File: src/design/sfr_pkg.sv
`timescale 1ns / 1ps

package sfr_pkg;

  localparam int unsigned BYTE_W          = 8;
  localparam int unsigned LEN_W           = 12;
  localparam int unsigned CFG_IDX_W       = 1;
  localparam int unsigned MAX_PAYLOAD_DEF = 2048;

  // Line codes
  localparam logic [BYTE_W-1:0] FLAG_BYTE = 8'h7E;
  localparam logic [BYTE_W-1:0] ESC_BYTE  = 8'h7D;

  // Control field codes
  localparam logic [BYTE_W-1:0] CTRL_SET  = 8'h03;
  localparam logic [BYTE_W-1:0] CTRL_DISC = 8'h0B;
  localparam logic [BYTE_W-1:0] CTRL_UA   = 8'h07;
  localparam logic [BYTE_W-1:0] CTRL_RR0  = 8'h05;
  localparam logic [BYTE_W-1:0] CTRL_RR1  = 8'h85;
  localparam logic [BYTE_W-1:0] CTRL_REJ0 = 8'h01;
  localparam logic [BYTE_W-1:0] CTRL_REJ1 = 8'h81;
  localparam logic [BYTE_W-1:0] CTRL_I0   = 8'h00;
  localparam logic [BYTE_W-1:0] CTRL_I1   = 8'h40;

  localparam logic [BYTE_W-1:0] ADDR_RESET = 8'h03;

  // Register indexes
  localparam logic [CFG_IDX_W-1:0] REG_ROLE = 1'd0;
  localparam logic [CFG_IDX_W-1:0] REG_ADDR = 1'd1;

  typedef enum logic [1:0] {
    ST_EMPTY     = 2'd0,
    ST_GOOD      = 2'd1,
    ST_CHECK_ERR = 2'd2,
    ST_OVERFLOW  = 2'd3
  } status_t;

  typedef enum logic [2:0] {
    RP_NONE  = 3'd0,
    RP_UA    = 3'd1,
    RP_DISC  = 3'd2,
    RP_RR0   = 3'd3,
    RP_RR1   = 3'd4,
    RP_DATA0 = 3'd5,
    RP_DATA1 = 3'd6
  } reply_t;

  typedef struct packed {
    logic                 is_frame_end;
    logic [BYTE_W-1:0]    payload_byte;
    logic [BYTE_W-1:0]    control_code;
    status_t              frame_status;
    reply_t               reply_action;
    logic [LEN_W-1:0]     payload_length;
  } result_t;

  typedef struct packed {
    logic                 we;
    logic [CFG_IDX_W-1:0] idx;
    logic [BYTE_W-1:0]    data;
  } cfg_wr_t;

endpackage

File: src/design/sfr_rx_if.sv
`timescale 1ns / 1ps

interface sfr_rx_if import sfr_pkg::*; ();
  logic              valid;
  logic              ready;
  logic [BYTE_W-1:0] rx_byte;

  modport source (output valid, output rx_byte, input ready);
  modport sink   (input valid, input rx_byte, output ready);
endinterface

File: src/design/sfr_res_if.sv
`timescale 1ns / 1ps

interface sfr_res_if import sfr_pkg::*; ();
  logic              valid;
  logic              ready;
  logic              is_frame_end;
  logic [BYTE_W-1:0] payload_byte;
  logic [BYTE_W-1:0] control_code;
  logic [1:0]        frame_status;
  logic [2:0]        reply_action;
  logic [LEN_W-1:0]  payload_length;

  modport source (output valid, output is_frame_end, output payload_byte,
                  output control_code, output frame_status, output reply_action,
                  output payload_length, input ready);
  modport sink   (input valid, input is_frame_end, input payload_byte,
                  input control_code, input frame_status, input reply_action,
                  input payload_length, output ready);
endinterface

File: src/design/sfr_cfg_if.sv
`timescale 1ns / 1ps

interface sfr_cfg_if import sfr_pkg::*; ();
  logic                 valid;
  logic                 ready;
  logic [CFG_IDX_W-1:0] reg_index;
  logic [BYTE_W-1:0]    reg_data;

  modport source (output valid, output reg_index, output reg_data, input ready);
  modport sink   (input valid, input reg_index, input reg_data, output ready);
endinterface

File: src/design/sfr_core.sv
`timescale 1ns / 1ps

module sfr_core import sfr_pkg::*; #(
  parameter int unsigned MAX_PAYLOAD = MAX_PAYLOAD_DEF
) (
  input  logic              clk,
  input  logic              rst,
  input  cfg_wr_t           cfg_wr,
  input  logic              beat,
  input  logic [BYTE_W-1:0] rx_byte,
  output logic              emit,
  output result_t           res
);

  localparam int unsigned CNT_W = $clog2(MAX_PAYLOAD + 1);
  localparam logic [CNT_W-1:0] CNT_MAX = CNT_W'(MAX_PAYLOAD);

  typedef enum logic [2:0] {
    PH_HUNT = 3'd0,
    PH_FLAG = 3'd1,
    PH_ADDR = 3'd2,
    PH_CTRL = 3'd3,
    PH_BODY = 3'd4,
    PH_DROP = 3'd5
  } phase_t;

  logic              role_is_sender;
  logic [BYTE_W-1:0] address_byte;

  phase_t            phase,       phase_next;
  logic              esc_pending, esc_pending_next;
  logic [BYTE_W-1:0] frame_ctrl,  frame_ctrl_next;
  logic [BYTE_W-1:0] held_byte,   held_byte_next;
  logic              held_valid,  held_valid_next;
  logic [BYTE_W-1:0] run_xor,     run_xor_next;
  logic [CNT_W-1:0]  byte_count,  byte_count_next;

  function automatic logic ctrl_ok(input logic sender, input logic [BYTE_W-1:0] c);
    logic ok;
    ok = 1'b0;
    if (sender) begin
      case (c) inside
        CTRL_UA, CTRL_RR0, CTRL_RR1, CTRL_DISC, CTRL_REJ0, CTRL_REJ1: ok = 1'b1;
        default: ok = 1'b0;
      endcase
    end else begin
      case (c) inside
        CTRL_SET, CTRL_DISC, CTRL_I0, CTRL_I1: ok = 1'b1;
        default: ok = 1'b0;
      endcase
    end
    return ok;
  endfunction

  function automatic reply_t reply_for(input logic sender, input logic [BYTE_W-1:0] c);
    reply_t r;
    r = RP_NONE;
    if (sender) begin
      case (c) inside
        CTRL_RR0, CTRL_REJ0: r = RP_DATA0;
        CTRL_RR1, CTRL_REJ1: r = RP_DATA1;
        CTRL_DISC:           r = RP_UA;
        default:             r = RP_NONE;
      endcase
    end else begin
      case (c)
        CTRL_SET:  r = RP_UA;
        CTRL_DISC: r = RP_DISC;
        CTRL_I0:   r = RP_RR1;
        CTRL_I1:   r = RP_RR0;
        default:   r = RP_NONE;
      endcase
    end
    return r;
  endfunction

  always_comb begin
    status_t st;
    phase_next       = phase;
    esc_pending_next = esc_pending;
    frame_ctrl_next  = frame_ctrl;
    held_byte_next   = held_byte;
    held_valid_next  = held_valid;
    run_xor_next     = run_xor;
    byte_count_next  = byte_count;
    emit             = 1'b0;
    st               = ST_EMPTY;
    res              = '0;
    res.control_code = frame_ctrl;

    unique case (phase)
      PH_FLAG: begin
        if (rx_byte == address_byte) begin
          phase_next = PH_ADDR;
        end else if (rx_byte != FLAG_BYTE) begin
          phase_next = PH_HUNT;
        end
      end
      PH_ADDR: begin
        if (ctrl_ok(role_is_sender, rx_byte)) begin
          frame_ctrl_next = rx_byte;
          phase_next      = PH_CTRL;
        end else begin
          phase_next = (rx_byte == FLAG_BYTE) ? PH_FLAG : PH_HUNT;
        end
      end
      PH_CTRL: begin
        if (rx_byte == FLAG_BYTE) begin
          phase_next = PH_FLAG;
        end else if (rx_byte == (address_byte ^ frame_ctrl)) begin
          phase_next       = PH_BODY;
          esc_pending_next = 1'b0;
          held_valid_next  = 1'b0;
          run_xor_next     = '0;
          byte_count_next  = '0;
        end else begin
          phase_next = PH_HUNT;
        end
      end
      PH_BODY, PH_DROP: begin
        if (!esc_pending && rx_byte == FLAG_BYTE) begin
          // closing flag doubles as the next opening flag
          if (phase == PH_DROP) begin
            st = ST_OVERFLOW;
          end else if (!held_valid) begin
            st = ST_EMPTY;
          end else begin
            st = (held_byte == run_xor) ? ST_GOOD : ST_CHECK_ERR;
          end
          emit               = 1'b1;
          res.is_frame_end   = 1'b1;
          res.frame_status   = st;
          res.reply_action   = (st == ST_EMPTY || st == ST_GOOD) ?
                               reply_for(role_is_sender, frame_ctrl) : RP_NONE;
          res.payload_length = LEN_W'(byte_count);
          phase_next         = PH_FLAG;
          esc_pending_next   = 1'b0;
          held_valid_next    = 1'b0;
        end else if (!esc_pending && rx_byte == ESC_BYTE) begin
          esc_pending_next = 1'b1;
        end else begin
          esc_pending_next = 1'b0;
          if (phase == PH_BODY) begin
            if (!held_valid) begin
              held_byte_next  = rx_byte;
              held_valid_next = 1'b1;
            end else if (byte_count >= CNT_MAX) begin
              phase_next      = PH_DROP;
              held_valid_next = 1'b0;
            end else begin
              // release the held byte, keep the newest one back as check byte
              emit             = 1'b1;
              res.payload_byte = held_byte;
              run_xor_next     = run_xor ^ held_byte;
              byte_count_next  = byte_count + CNT_W'(1);
              held_byte_next   = rx_byte;
            end
          end
        end
      end
      default: begin
        phase_next = (rx_byte == FLAG_BYTE) ? PH_FLAG : PH_HUNT;
      end
    endcase
  end

  always_ff @(posedge clk) begin
    if (rst) begin
      role_is_sender <= 1'b0;
      address_byte   <= ADDR_RESET;
      phase          <= PH_HUNT;
      esc_pending    <= 1'b0;
      held_valid     <= 1'b0;
    end else begin
      if (cfg_wr.we) begin
        unique case (cfg_wr.idx)
          REG_ROLE: role_is_sender <= cfg_wr.data[0];
          REG_ADDR: address_byte   <= cfg_wr.data;
          default:  ;
        endcase
      end
      if (beat) begin
        phase       <= phase_next;
        esc_pending <= esc_pending_next;
        held_valid  <= held_valid_next;
      end
    end
  end

  always_ff @(posedge clk) begin
    if (beat) begin
      frame_ctrl <= frame_ctrl_next;
      held_byte  <= held_byte_next;
      run_xor    <= run_xor_next;
      byte_count <= byte_count_next;
    end
  end

endmodule

File: src/design/sfr_out_reg.sv
`timescale 1ns / 1ps

module sfr_out_reg import sfr_pkg::*; (
  input  logic    clk,
  input  logic    rst,
  input  logic    load,
  input  result_t res_in,
  input  logic    out_ready,
  output logic    space,
  output logic    out_valid,
  output result_t res_out
);

  logic full;

  // take a new beat when empty, or while the held result leaves in the same cycle
  assign space     = !full || out_ready;
  assign out_valid = full;

  always_ff @(posedge clk) begin
    if (rst) begin
      full <= 1'b0;
    end else if (load) begin
      full <= 1'b1;
    end else if (out_ready) begin
      full <= 1'b0;
    end
  end

  always_ff @(posedge clk) begin
    if (load) begin
      res_out <= res_in;
    end
  end

endmodule

File: src/design/stuffed_frame_receiver.sv
`timescale 1ns / 1ps

// Channel   Role   Beat carries
// rx        sink   rx_byte: one raw line byte
// result    source payload byte or end-of-frame record (status, reply, length)
// cfg       sink   reg_index 0 role_is_sender, 1 address_byte; reg_data
//
// One line byte is taken every cycle while rx.ready is high; its result, if any,
// is in the output register in the cycle after the beat. The byte decode is a
// single pass from the frame state registers to that output register.
// rx.ready drops only while a result is held and result.ready is low.
// rst clears the frame state, the output register and both registers to
// their defaults (receiver role, address 0x03). cfg is always ready.

module stuffed_frame_receiver import sfr_pkg::*; #(
  parameter int unsigned MAX_PAYLOAD = MAX_PAYLOAD_DEF
) (
  input  logic     clk,
  input  logic     rst,
  sfr_rx_if.sink   rx,
  sfr_res_if.source result,
  sfr_cfg_if.sink  cfg
);

  logic    space;
  logic    beat;
  logic    emit;
  logic    out_valid;
  result_t core_res;
  result_t out_res;
  cfg_wr_t cfg_wr;

  assign rx.ready  = space;
  assign beat      = rx.valid && space;
  assign cfg.ready = 1'b1;

  always_comb begin
    cfg_wr.we   = cfg.valid;
    cfg_wr.idx  = cfg.reg_index;
    cfg_wr.data = cfg.reg_data;
  end

  sfr_core #(
    .MAX_PAYLOAD (MAX_PAYLOAD)
  ) u_core (
    .clk     (clk),
    .rst     (rst),
    .cfg_wr  (cfg_wr),
    .beat    (beat),
    .rx_byte (rx.rx_byte),
    .emit    (emit),
    .res     (core_res)
  );

  sfr_out_reg u_out (
    .clk       (clk),
    .rst       (rst),
    .load      (beat && emit),
    .res_in    (core_res),
    .out_ready (result.ready),
    .space     (space),
    .out_valid (out_valid),
    .res_out   (out_res)
  );

  assign result.valid          = out_valid;
  assign result.is_frame_end   = out_res.is_frame_end;
  assign result.payload_byte   = out_res.payload_byte;
  assign result.control_code   = out_res.control_code;
  assign result.frame_status   = out_res.frame_status;
  assign result.reply_action   = out_res.reply_action;
  assign result.payload_length = out_res.payload_length;

endmodule

File: src/flat_wrapper.sv
// flat-port wrapper written by rule: the top's interface ports become plain ports
module stuffed_frame_receiver_flat import sfr_pkg::*;
#(
  parameter int unsigned MAX_PAYLOAD = MAX_PAYLOAD_DEF
)
  (clk, rst, rx_valid, rx_rx_byte, rx_ready, result_valid, result_is_frame_end, result_payload_byte, result_control_code, result_frame_status, result_reply_action, result_payload_length, result_ready, cfg_valid, cfg_reg_index, cfg_reg_data, cfg_ready);
  sfr_rx_if rx_i ();
  sfr_res_if result_i ();
  sfr_cfg_if cfg_i ();
  input  logic clk;
  input  logic rst;
  input wire logic [$bits(rx_i.valid)-1:0] rx_valid;
  input wire logic [$bits(rx_i.rx_byte)-1:0] rx_rx_byte;
  output wire logic [$bits(rx_i.ready)-1:0] rx_ready;
  output wire logic [$bits(result_i.valid)-1:0] result_valid;
  output wire logic [$bits(result_i.is_frame_end)-1:0] result_is_frame_end;
  output wire logic [$bits(result_i.payload_byte)-1:0] result_payload_byte;
  output wire logic [$bits(result_i.control_code)-1:0] result_control_code;
  output wire logic [$bits(result_i.frame_status)-1:0] result_frame_status;
  output wire logic [$bits(result_i.reply_action)-1:0] result_reply_action;
  output wire logic [$bits(result_i.payload_length)-1:0] result_payload_length;
  input wire logic [$bits(result_i.ready)-1:0] result_ready;
  input wire logic [$bits(cfg_i.valid)-1:0] cfg_valid;
  input wire logic [$bits(cfg_i.reg_index)-1:0] cfg_reg_index;
  input wire logic [$bits(cfg_i.reg_data)-1:0] cfg_reg_data;
  output wire logic [$bits(cfg_i.ready)-1:0] cfg_ready;
  assign rx_i.valid = rx_valid;
  assign rx_i.rx_byte = rx_rx_byte;
  assign rx_ready = rx_i.ready;
  assign result_valid = result_i.valid;
  assign result_is_frame_end = result_i.is_frame_end;
  assign result_payload_byte = result_i.payload_byte;
  assign result_control_code = result_i.control_code;
  assign result_frame_status = result_i.frame_status;
  assign result_reply_action = result_i.reply_action;
  assign result_payload_length = result_i.payload_length;
  assign result_i.ready = result_ready;
  assign cfg_i.valid = cfg_valid;
  assign cfg_i.reg_index = cfg_reg_index;
  assign cfg_i.reg_data = cfg_reg_data;
  assign cfg_ready = cfg_i.ready;
  stuffed_frame_receiver #(.MAX_PAYLOAD(MAX_PAYLOAD)) u_core (.clk(clk), .rst(rst), .rx(rx_i), .result(result_i), .cfg(cfg_i));
endmodule
File: config.mk
export PLATFORM = sky130hd
export DESIGN_NAME = stuffed_frame_receiver_flat
export DESIGN_NICKNAME = d
export VERILOG_FILES = /design/src/design/sfr_pkg.sv /design/src/design/sfr_rx_if.sv /design/src/design/sfr_res_if.sv /design/src/design/sfr_cfg_if.sv /design/src/design/sfr_core.sv /design/src/design/sfr_out_reg.sv /design/src/design/stuffed_frame_receiver.sv /design/src/flat_wrapper.sv
export SDC_FILE = /design/constraint.sdc
export NUM_CORES = 1
export LEC_CHECK = 0
export ABC_AREA = 1
export BUFFER_PORTS_ARGS = -buffer_cell sky130_fd_sc_hd__clkbuf_2
export CORE_UTILIZATION = 40
export CTS_CLUSTER_DIAMETER = 200
export DETAILED_ROUTE_END_ITERATION = 16
export SLEW_MARGIN = 20
export SYNTH_ARGS = -nofsm -noshare
export SYNTH_HDL_FRONTEND = slang
export SYNTH_SLANG_ARGS = --single-unit
File: constraint.sdc
create_clock -name clk -period 3.46 [get_ports clk]
set_clock_uncertainty 0.15 [all_clocks]
set_input_delay 0.173 -clock clk [delete_from_list [all_inputs] [get_ports clk]]
set_output_delay 0.173 -clock clk [all_outputs]
set_load 0.01 [all_outputs]
## After elaboration in Yosys (flattened, before gate mapping)

Cells that the tools add are included.

- Register bits: 85
- Bits of input ports: 22
- Output and inout port bits: 37
- Word-level logic and storage cells: 158

- $add $sub $neg: 1
- Magnitude comparators: 1
- Eq/ne operators: 40
- Muxes and demuxes: 63
- Bitwise gates (word level): 8
- Reductions and logical operators: 29

Operator list:

| cell | count |
|---|---|
| 12-bit two-way mux | 7 |
| 8-bit two-way mux | 9 |
| 3-bit two-way mux | 12 |
| 8-bit by 7-bit equality test with 1-bit output, second input constant | 4 |
| 8-bit equality test, second input constant | 4 |
| 8-bit by 3-bit equality test with 1-bit output, second input constant | 3 |
| 8-bit equality test | 3 |
| 12-bit case mux with 2 select lines | 1 |
| 3-bit case mux with 4 select lines | 2 |
| 1-bit two-way mux | 23 |
| 6-bit AND reduction | 3 |
| 8-bit by 1-bit equality test with 1-bit output, second input constant | 2 |
| 8-bit by 2-bit equality test with 1-bit output, second input constant | 2 |
| 8-bit by 4-bit equality test with 1-bit output, second input constant | 2 |
| 8-bit logical NOT | 2 |
| 2-bit != test, second input constant | 8 |
| 8-bit case mux with 2 select lines | 1 |
| 8-bit XOR | 2 |
| 3-bit != test, second input constant | 5 |
| 12-bit by 1-bit adder with 12-bit output, second input constant | 1 |
| 12-bit greater-or-equal comparator, second input constant | 1 |
| 2-bit two-way mux | 6 |
| 6-bit OR reduction | 2 |
| 9-bit AND reduction | 1 |
| 17 further kinds | 36 |

## Longest topological paths before layout

Gate-level depths: netlist of run 1.

- Word-level depth: 9
- Depth in mapped cells: 13
- Mapped depth without buffers: 13

## Hierarchy

A second synthesis of run 1 with hierarchy kept.

- Cell total of the unflattened synthesis: 460
- Area, all modules: 4134.0 um^2

By module, submodules not included:

| module | instances | cells an instance | area each (um^2) | seq. area each (um^2) |
|---|---|---|---|---|
| sfr_core | 1 | 415 | 3041.7 | 1361.3 |
| sfr_out_reg | 1 | 39 | 1063.5 | 1041.0 |
| stuffed_frame_receiver | 1 | 6 | 28.8 | 0.0 |

## Least setup slack after synthesis of run 1

Ideal clock, no wire load.

- Path type: register to register
- Start: register u_core.u_core.phase[0]
- End: register u_core.u_core.byte_count[0] (enable)
- Setup time: 0.404 ns
- Arrival time: 1.951 ns
- Data required time: 2.906 ns
- Setup slack: 0.955 ns
- Cell stages (with the launch flop): 6
- Buffers on the path: 0
- Clock period less this slack: 2.505 ns
- Cells stage by stage: dfxtp_1 > inv_1 > nor3_2 > nand2_1 > nand3b_1 > a21oi_1

- Cells in the longest elaborated chain, start to end: 4
- Elaborated cells between the ends (all ways): 13
- Classes of those cells: eq/ne: 10; reduce/logical: 3

Ends and longest elaborated chain:

| item | line | text |
|---|---|---|
| from (decl) | sfr_core.sv:30 | `phase_t phase, phase_next;` |
| from (signal assigned) | sfr_core.sv:183 | `phase <= phase_next;` |
| 3-bit equality test, on equally long branches | sfr_core.sv:91, sfr_core.sv:143 |  |
| 2-bit OR reduction | sfr_core.sv:91 | `unique case (phase)` |
| 2-bit != test (no source line) / 2-bit nonzero test (equally long branches) | n/a |  |
| 9-bit AND reduction (no source line) * | n/a |  |
| to (signal assigned) | sfr_core.sv:195 | `byte_count <= byte_count_next;` |
| to (decl) | sfr_core.sv:36 | `logic [CNT_W-1:0] byte_count, byte_count_next;` |

Mark *: on every way between the ends. The rest lies on a longest branch, timed or not.
A chain may end at the register's enable or synchronous reset.

## Final worst setup path of run 1

- Start: register u_core.u_core.phase[2]
- End: register u_core.u_out.res_out[18] (netlist bit) (enable)

- Cells in the longest elaborated chain, start to end: 6
- Elaborated cells between the ends (all ways): 8
- Classes of those cells: eq/ne: 2; mux: 4; reduce/logical: 2

Ends and longest elaborated chain:

| item | line | text |
|---|---|---|
| 3-bit equality test | sfr_core.sv:91, sfr_core.sv:143 |  |
| 1-bit two-way mux | sfr_core.sv:143 | `if (phase == PH_BODY) begin` |
| 1-bit two-way mux | sfr_core.sv:139 | `end else if (!esc_pending && rx_byte == ESC_BYTE) begin` |
| 1-bit two-way mux | sfr_core.sv:121 | `if (!esc_pending && rx_byte == FLAG_BYTE) begin` |
| 1-bit two-way mux * | sfr_core.sv:91 |  |
| 1-bit logical AND * | stuffed_frame_receiver.sv:58 | `.load (beat && emit),` |
| via u_core.u_out.load | sfr_out_reg.sv:6 | `input logic load,` |
| to (signal assigned) | sfr_out_reg.sv:32 | `res_out <= res_in;` |
| to (decl) | sfr_out_reg.sv:11 | `output result_t res_out` |

Mark *: on every way through the listed nets, which the timed path passes. The rest lies on a longest branch.

==> results of run 1 <==
[layer usage]
layer	up-vias	routed length [µm]	global-route usage [%]
met3	19	410	4.03
met2	81	3910	28.0
li1	1634	-	-
met1	1430	4090	24.2
met5	-	0	0
met4	0	161	6.93
[cells by family after synthesis]
logic type / after synthesis / share of synthesized area [%]
adder cells (fa/ha/maj): 2 / 0.610
XOR/XNOR: 9 / 1.92
AO/OA/AOI/OAI: 52 / 6.62
buffers and inverters: 86 / 8.06
AND/OR/NAND/NOR: 220 / 24.1
other: 1 / 0.0915
flip-flops: 85 / 58.6
[registers in the layout (all words and copies together) (netlist names)]
| signal | flops |
|---|---|
| u_core.u_core.held_valid | 1 |
| u_core.u_out.out_valid | 1 |
| u_core.u_core.run_xor | 8 |
| u_core.u_core.frame_ctrl | 8 |
| u_core.u_core.address_byte | 8 |
| u_core.u_out.res_out | 34 |
| u_core.u_core.held_byte | 8 |
| u_core.u_core.role_is_sender | 1 |
| u_core.u_core.phase | 3 |
| u_core.u_core.esc_pending | 1 |
| u_core.u_core.byte_count | 12 |
[power by group]
| group | switching, mW | internal, mW | leakage (nW) |
|---|---|---|---|
| sequential | 0.0133 | 1.11 | 0.778 |
| combinational | 0.106 | 0.0633 | 1.27 |
| clock | 0.353 | 0.403 | 0.0986 |
[worst max-delay path: cells and delay by family, from the launching register on]
kind / cells / cell delay [ps]
AND/OR/NAND/NOR: 3 / 670
flip-flops: 1 / 390
buffers and inverters: 5 / 920
AO/OA/AOI/OAI: 1 / 110
[layout make-up]
type | instances | area (µm²) | area share (%)
Sequential cell | 85 | 2400 | 48.8
Multi-Input combinational cell | 284 | 1370 | 27.7
Timing Repair Buffer | 78 | 488 | 9.91
Inverter | 79 | 297 | 6.02
Tap cell | 133 | 166 | 3.38
Clock buffer | 11 | 131 | 2.67
Clock inverter | 5 | 75.1 | 1.52
[placed cells by master, fill, tap and decap left out, types with 9 or more instances in the layout]
cell / Yosys / layout
a21oi_1: 29 / 29
clkbuf_2: 0 / 57
clkbuf_8: 0 / 9
dfxtp_1: 15 / 15
dlygate4sd3_1: 0 / 18
edfxtp_1: 70 / 70
inv_1: 72 / 72
nand2_1: 102 / 102
nand3_1: 26 / 26
nor2_1: 57 / 57
o21ai_0: 17 / 17
[worst paths after layout]
check | slack (ps) | to | cells past startpoint
worst max-delay path | 840 | u_core.u_out.res_out[18] | 9
worst min-delay path | 8 | u_core.u_core.held_byte[0] | 1
worst max register to register | 840 | u_core.u_out.res_out[18] | 9
worst min register to register | 330 | u_core.u_core.address_byte[6] | 2
==> impl_metrics.env, run 1 <==
export IMPL_post_cts_buffers=0
export IMPL_synthTopCellsByArea="edfxtp_1, nand2_1, dfxtp_1"
export IMPL_timing_rr_start="u_core.u_core.phase[2]"
export IMPL_die_w_um=103
export IMPL_root_buffer="clkbuf_8"
export IMPL_final_setup_tns_ps=0
export IMPL_placed_cells=641
export IMPL_cts_resized=0
export IMPL_async_reset_ff_share_pct=0
export IMPL_grt_pass1_vias=2997
export IMPL_drc_errors=0
export IMPL_final_area_um2=4930
export IMPL_cts_tree="yes"
export IMPL_avgViaCountPerCell=4.69
export IMPL_p_leak_nw=2.14
export IMPL_drtIter0Drc=160
export IMPL_status="finished, final reports clean"
export IMPL_period_minus_slack_ps=2620
export IMPL_grt_max_degree=35
export IMPL_fmax_mhz=382
export IMPL_clock_sinks=85
export IMPL_antenna_found_initial=0
export IMPL_yosys_cell_count_top_type="nand2_1"
export IMPL_gp_congestion=0.928
export IMPL_rsz0062_at_grt="no"
export IMPL_core_um2=9860
export IMPL_ys_warn_count=0
export IMPL_setup_ws_ps=841
export IMPL_hold_ws_ps=8.06
export IMPL_tightest_slew_ps=686
export IMPL_dr_total_vias=3164
export IMPL_fin_cells=675
export IMPL_numPortBuffers=57
export IMPL_clock_latency_ps=360
export IMPL_synth_ff_type="edfxtp_1"
export IMPL_dpl_hpwl_mm=6.28
export IMPL_synth_cells=455
export IMPL_cpMostUsedCell="inv_2"
export IMPL_critPathKind="register to register"
export IMPL_max_slew_margin_rel_pct=54.1
export IMPL_synth_edf_count=70
export IMPL_critPathMaxFanout=34
export IMPL_synth_common_cells="nand2_1, inv_1, edfxtp_1, nor2_1, a21oi_1"
export IMPL_area_delta_synth_final_pct=20.2
export IMPL_avgRoutedWirePerCell_um=12.7
export IMPL_grt_pass1_wl_mm=14.1
export IMPL_netlist_area_leader_share_pct=51.3
export IMPL_placed_cell_area_um2=4540
export IMPL_drtPass1Iterations=5
export IMPL_cp_slowest_cell="nor2_2"
export IMPL_max_cap_violations=0
export IMPL_hold_path_class="primary input to register"
export IMPL_fin_crit_sh_pct=75.7
export IMPL_n_antenna_cell=0
export IMPL_power_density_nw_per_um2=417
export IMPL_antenna_left=0
export IMPL_fin_util_pct=49.9
export IMPL_hold_path_startpoint="rx_rx_byte[0]"
export IMPL_synth_top_area_cell="edfxtp_1"
export IMPL_synth_area_per_cell_um2=9.01
export IMPL_final_setup_viol_count=0
export IMPL_critical_path_max_stage_delay_ps=410
export IMPL_drv_slew=0
export IMPL_dieArea_um2=10700
export IMPL_dp_slack_ps=875
export IMPL_hold_buffers=18
export IMPL_htreeDepth=3
export IMPL_yosysUniqueCellTypes=32
export IMPL_yosysSeqAreaShare_pct=58.6
export IMPL_ir_drop_mv=0.262
export IMPL_synth_area_um2=4100
export IMPL_required_ps=3310
export IMPL_critPathLaunchType="register"
export IMPL_num_rows=36
export IMPL_power_mw=2.05
export IMPL_cts_buffers=9
export IMPL_fill_cells=923
export IMPL_clkTransAtPathRegs_ps=90
export IMPL_start_util_pct=41.6
export IMPL_layout_drive_gt1_share_pct=18.3
export IMPL_dieHeight_um=103
export IMPL_cp_end_kind="register"
export IMPL_nNetsFinal=561
export IMPL_cts_max_path_buffers=2
export IMPL_crit_start="u_core.u_core.phase[2]"
export IMPL_hold_viol_final=0
export IMPL_ios=59
export IMPL_grt_total_usage_pct=17.8
export IMPL_arrival_ps=2470
export IMPL_synth_nets=479
export IMPL_synth_seq_cells=85
export IMPL_worstPathCellList="inv_2, nor2_2, inv_2, nor3_2, nand2_1, inv_2, o211ai_1, inv_1, buf_4"
export IMPL_drt_wl_total_mm=8.57
export IMPL_grt_overflow=0
Power figures use the tool's default switching activity.
==> inputs of run 2 (changes only) <==
==> constraint.sdc (replaced) <==
create_clock -name clk -period 2.6 [get_ports clk]
set_clock_uncertainty 0.15 [all_clocks]
set_input_delay 0.13 -clock clk [delete_from_list [all_inputs] [get_ports clk]]
set_output_delay 0.13 -clock clk [all_outputs]
set_load 0.01 [all_outputs]
==> impl_metrics.env, run 2 (synthesis gave the netlist of run 1 again) <==
export IMPL_status="finished, final reports clean"
export IMPL_critical_path_max_stage_delay_ps=590
export IMPL_gp_congestion=0.909
export IMPL_fin_cells=679
export IMPL_cp_slowest_cell="nor2_1"
export IMPL_mostFrequentLayoutCell="nand2_1"
export IMPL_critPathLaunchType="primary input"
export IMPL_critPathMaxFanout=8
export IMPL_arrival_ps=2090
export IMPL_drv_slew=0
export IMPL_htreeDepth=3
export IMPL_largest_reg_flops=34
export IMPL_grt_pass1_vias=3073
export IMPL_fin_util_pct=50.2
export IMPL_worstPathCellList="dlygate4sd3_1, clkbuf_2, inv_2, nand2_2, o21ai_0, nand2_1, nor2_1, nand2_1, nor2_1"
export IMPL_grt_overflow=0
export IMPL_grt_pass1_wl_mm=15.0
export IMPL_dieHeight_um=103
export IMPL_drtIter0Drc=172
export IMPL_hold_path_class="primary input to register"
export IMPL_rsz0062_at_grt="no"
export IMPL_final_area_um2=4950
export IMPL_antenna_found_initial=0
export IMPL_final_setup_viol_count=0
export IMPL_hold_viol_final=0
export IMPL_cts_max_path_buffers=2
export IMPL_p_leak_nw=2.17
export IMPL_max_cap_violations=0
export IMPL_fin_crit_sh_pct=86.5
export IMPL_tightest_slew_ps=760
export IMPL_clock_sinks=85
export IMPL_regMostFlops="u_core.u_out.res_out"
export IMPL_dpl_hpwl_mm=6.56
export IMPL_period_minus_slack_ps=2250
export IMPL_dieArea_um2=10700
export IMPL_area_delta_synth_final_pct=20.8
export IMPL_post_cts_buffers=0
export IMPL_core_um2=9860
export IMPL_seqCellArea_um2=2400
export IMPL_fmax_mhz=445
export IMPL_die_w_um=103
export IMPL_drt_wl_total_mm=9.06
export IMPL_start_util_pct=41.6
export IMPL_max_slew_margin_rel_pct=49.2
export IMPL_antenna_left=0
export IMPL_critical_path_buf_inv_count=3
export IMPL_final_setup_tns_ps=0
export IMPL_critPathKind="primary input to register"
export IMPL_cts_resized=0
export IMPL_numPortBuffers=57
export IMPL_multiInputGateArea_um2=1370
export IMPL_fill_cells=944
export IMPL_power_density_nw_per_um2=541
export IMPL_path_delay_family="simple AND/OR/NAND/NOR gates"
export IMPL_hold_buffers=20
export IMPL_avgViaCountPerCell=4.75
export IMPL_clkTransAtPathRegs_ps=90
export IMPL_ios=59
export IMPL_reg_top3="u_core.u_out.res_out (34), u_core.u_core.byte_count (12)"
export IMPL_drc_errors=0
export IMPL_clock_latency_ps=360
export IMPL_drtPass1Iterations=5
export IMPL_placed_cell_area_um2=4550
export IMPL_n_antenna_cell=0
export IMPL_layout_drive_gt1_share_pct=19.0
export IMPL_layout_common_cells="nand2_1, inv_1, edfxtp_1"
export IMPL_placed_cells=643
export IMPL_root_buffer="clkbuf_8"
export IMPL_required_ps=2440
export IMPL_ir_drop_mv=0.219
export IMPL_grt_total_usage_pct=19.1
export IMPL_cp_end_kind="register"
export IMPL_num_rows=36
export IMPL_nNetsFinal=565
export IMPL_cts_tree="yes"
export IMPL_cts_buffers=9
export IMPL_grt_max_degree=35
export IMPL_avgRoutedWirePerCell_um=13.3
export IMPL_dr_total_vias=3225
[run 2: where the power goes]
group	switching, mW	internal, mW	total [mW]	leakage, nW
combinational	0.147	0.0889	0.236	1.29
sequential	0.0180	1.48	1.50	0.778
clock	0.497	0.447	0.944	0.101
[run 2: area by class of cell]
class,instances,area share [%]
Timing Repair Buffer,82,10.6
Inverter,79,5.99
Clock buffer,9,2.50
Clock inverter,7,1.49
Sequential cell,85,48.5
Multi-Input combinational cell,284,27.6
Tap cell,133,3.36
[run 2: per-stage QoR]
stage                     hold slack (ps)  total power, mW  worst slack (ps)
after floorplan                      49.1             1.67              95.1
after global placement                202             1.74               490
after detailed placement              195             1.74               448
after CTS                             122             2.70               344
after global routing                  209             2.79               138
final                                 146             2.68               350
[run 2: worst min-delay path: stages]
cell and delay [ps]:
clkbuf_2 80, nand2_1 140, a21oi_1 80, a21oi_1 140, nor2_1 50
[run 2: per-layer routing]
metal,up-vias,GRT usage (%),part of all wire (%)
met5,-,0,0
met4,0,7.91,1.7
met3,15,3.29,4.5
met2,86,30.7,46
met1,1480,25.6,48
li1,1644,-,-
[run 2: worst paths after layout]
kind | slack (ps) | startpoint | cells past startpoint | to
worst max register to register | 490 | u_core.u_core.phase[1] | 6 | u_core.u_core.frame_ctrl[4]
worst max-delay path | 350 | rx_rx_byte[1] | 9 | u_core.u_core.frame_ctrl[4]
worst min register to register | 330 | u_core.u_core.address_byte[6] | 2 | u_core.u_core.address_byte[6]
worst min-delay path | 150 | rx_valid | 5 | u_core.u_core.esc_pending
==> inputs of run 3 (changes only) <==
--- a/config.mk
+++ b/config.mk
@@ -7,9 +7,11 @@
 export LEC_CHECK = 0
 export ABC_AREA = 1
 export BUFFER_PORTS_ARGS = -buffer_cell sky130_fd_sc_hd__clkbuf_2
-export CORE_UTILIZATION = 40
+export CAP_MARGIN = 15
+export CORE_UTILIZATION = 57
 export CTS_CLUSTER_DIAMETER = 200
 export DETAILED_ROUTE_END_ITERATION = 16
+export PLACE_DENSITY = 0.8
 export SLEW_MARGIN = 20
 export SYNTH_ARGS = -nofsm -noshare
 export SYNTH_HDL_FRONTEND = slang
==> impl_metrics.env, run 3 (synthesis gave the netlist of run 1 again) <==
export IMPL_core_um2=6870
export IMPL_grt_overflow=0
export IMPL_required_ps=2430
export IMPL_regMostFlops="u_core.u_out.res_out"
export IMPL_critPathLaunchType="primary input"
export IMPL_n_antenna_cell=0
export IMPL_grt_total_usage_pct=25.3
export IMPL_fin_cells=642
export IMPL_grt_pass1_wl_mm=14.5
export IMPL_root_buffer="clkbuf_8"
export IMPL_largest_reg_flops=34
export IMPL_drtIter0Drc=292
export IMPL_final_setup_tns_ps=0
export IMPL_cts_max_path_buffers=2
export IMPL_setup_ws_ps=296
export IMPL_dr_total_vias=3351
export IMPL_gp_congestion=0.955
export IMPL_antenna_left=0
export IMPL_drtPass1Iterations=5
export IMPL_drt_wl_total_mm=8.70
export IMPL_cts_buffers=9
export IMPL_dp_slack_ps=441
export IMPL_arrival_ps=2140
export IMPL_fin_util_pct=71.3
export IMPL_hold_viol_final=0
export IMPL_critPathMaxFanout=8
export IMPL_start_util_pct=59.7
export IMPL_antenna_found_initial=0
export IMPL_status="finished, final reports clean"
export IMPL_period_minus_slack_ps=2300
export IMPL_clock_latency_ps=350
export IMPL_die_w_um=86.8
export IMPL_power_mw=2.63
export IMPL_ff2ff_setup_slack_ps=430
export IMPL_hold_path_class="primary input to register"
export IMPL_avgViaCountPerCell=5.22
export IMPL_post_cts_buffers=0
export IMPL_dpl_hpwl_mm=6.23
export IMPL_layout_common_cells="nand2_1, inv_1, edfxtp_1"
export IMPL_max_slew_margin_rel_pct=52.0
export IMPL_nNetsFinal=566
export IMPL_drv_slew=0
export IMPL_p_leak_nw=2.16
export IMPL_numPortBuffers=57
export IMPL_reg_top3="u_core.u_out.res_out (34), u_core.u_core.byte_count (12)"
export IMPL_fin_crit_sh_pct=88.6
export IMPL_tightest_slew_ps=718
export IMPL_avgRoutedWirePerCell_um=13.6
export IMPL_placed_cell_area_um2=4510
export IMPL_cts_resized=0
export IMPL_final_area_um2=4900
export IMPL_critPathKind="primary input to register"
export IMPL_num_rows=30
export IMPL_grt_pass1_vias=3182
export IMPL_htreeDepth=3
export IMPL_layout_drive_gt1_share_pct=18.7
export IMPL_area_delta_synth_final_pct=19.5
export IMPL_cts_tree="yes"
export IMPL_dieArea_um2=7530
export IMPL_clock_sinks=85
export IMPL_ios=59
export IMPL_mostFrequentLayoutCell="nand2_1"
export IMPL_grt_max_degree=35
export IMPL_hold_buffers=21
export IMPL_fmax_mhz=434
export IMPL_power_density_nw_per_um2=537
export IMPL_rsz0062_at_grt="no"
export IMPL_dieHeight_um=86.8
export IMPL_hold_ws_ps=146
export IMPL_cp_end_kind="register"
export IMPL_clkTransAtPathRegs_ps=80
export IMPL_placed_cells=606
export IMPL_drc_errors=0
export IMPL_max_cap_violations=0
export IMPL_ir_drop_mv=0.262
export IMPL_final_setup_viol_count=0
-- run 3: cell types whose count changed in the layout (fill, tap and decap cells not counted) --
cell,before,now
clkinvlp_4,0,2
clkinv_1,1,0
inv_6,1,0
clkinv_4,3,0
dlygate4sd3_1,20,21
clkbuf_1,0,2
-- run 3: area by class of cell --
cell class | instances | area, µm²
sequential | 85 | 2400
fill | 526 | 1970
multi-input combinational | 284 | 1370
timing repair buffer | 83 | 533
inverter | 79 | 297
clock buffer | 11 | 131
tap | 96 | 120
clock inverter | 4 | 50.0
-- run 3: final timing paths --
kind                                                     from                             to  depth (start not counted)
worst max register to register         u_core.u_core.phase[1]    u_core.u_core.frame_ctrl[6]                          6
worst min register to register  u_core.u_core.address_byte[6]  u_core.u_core.address_byte[6]                          2
worst min-delay path                            cfg_reg_index  u_core.u_core.address_byte[3]                          3
worst max-delay path                            rx_rx_byte[3]    u_core.u_core.frame_ctrl[6]                          9
-- run 3: per-layer routing --
| metal | wire, µm | GRT usage [%] |
|---|---|---|
| met1 | 3870 | 33.7 |
| met5 | 0 | 0 |
| met3 | 547 | 6.00 |
| met4 | 164 | 10.0 |
| met2 | 4120 | 40.4 |
-- run 3: report_power, final --
part	switching, mW	internal (mW)
clock network	0.456	0.438
logic	0.148	0.0902
registers	0.0176	1.48
total	0.622	2.01
-- run 3: critical path: stages --
cell and delay, ps:
dlygate4sd3_1 540, clkbuf_2 190, nand2_1 160, nand3_1 90, a21oi_1 130, nand2_1 70, nor2_1 150, nand2_1 110
nor2_1 560
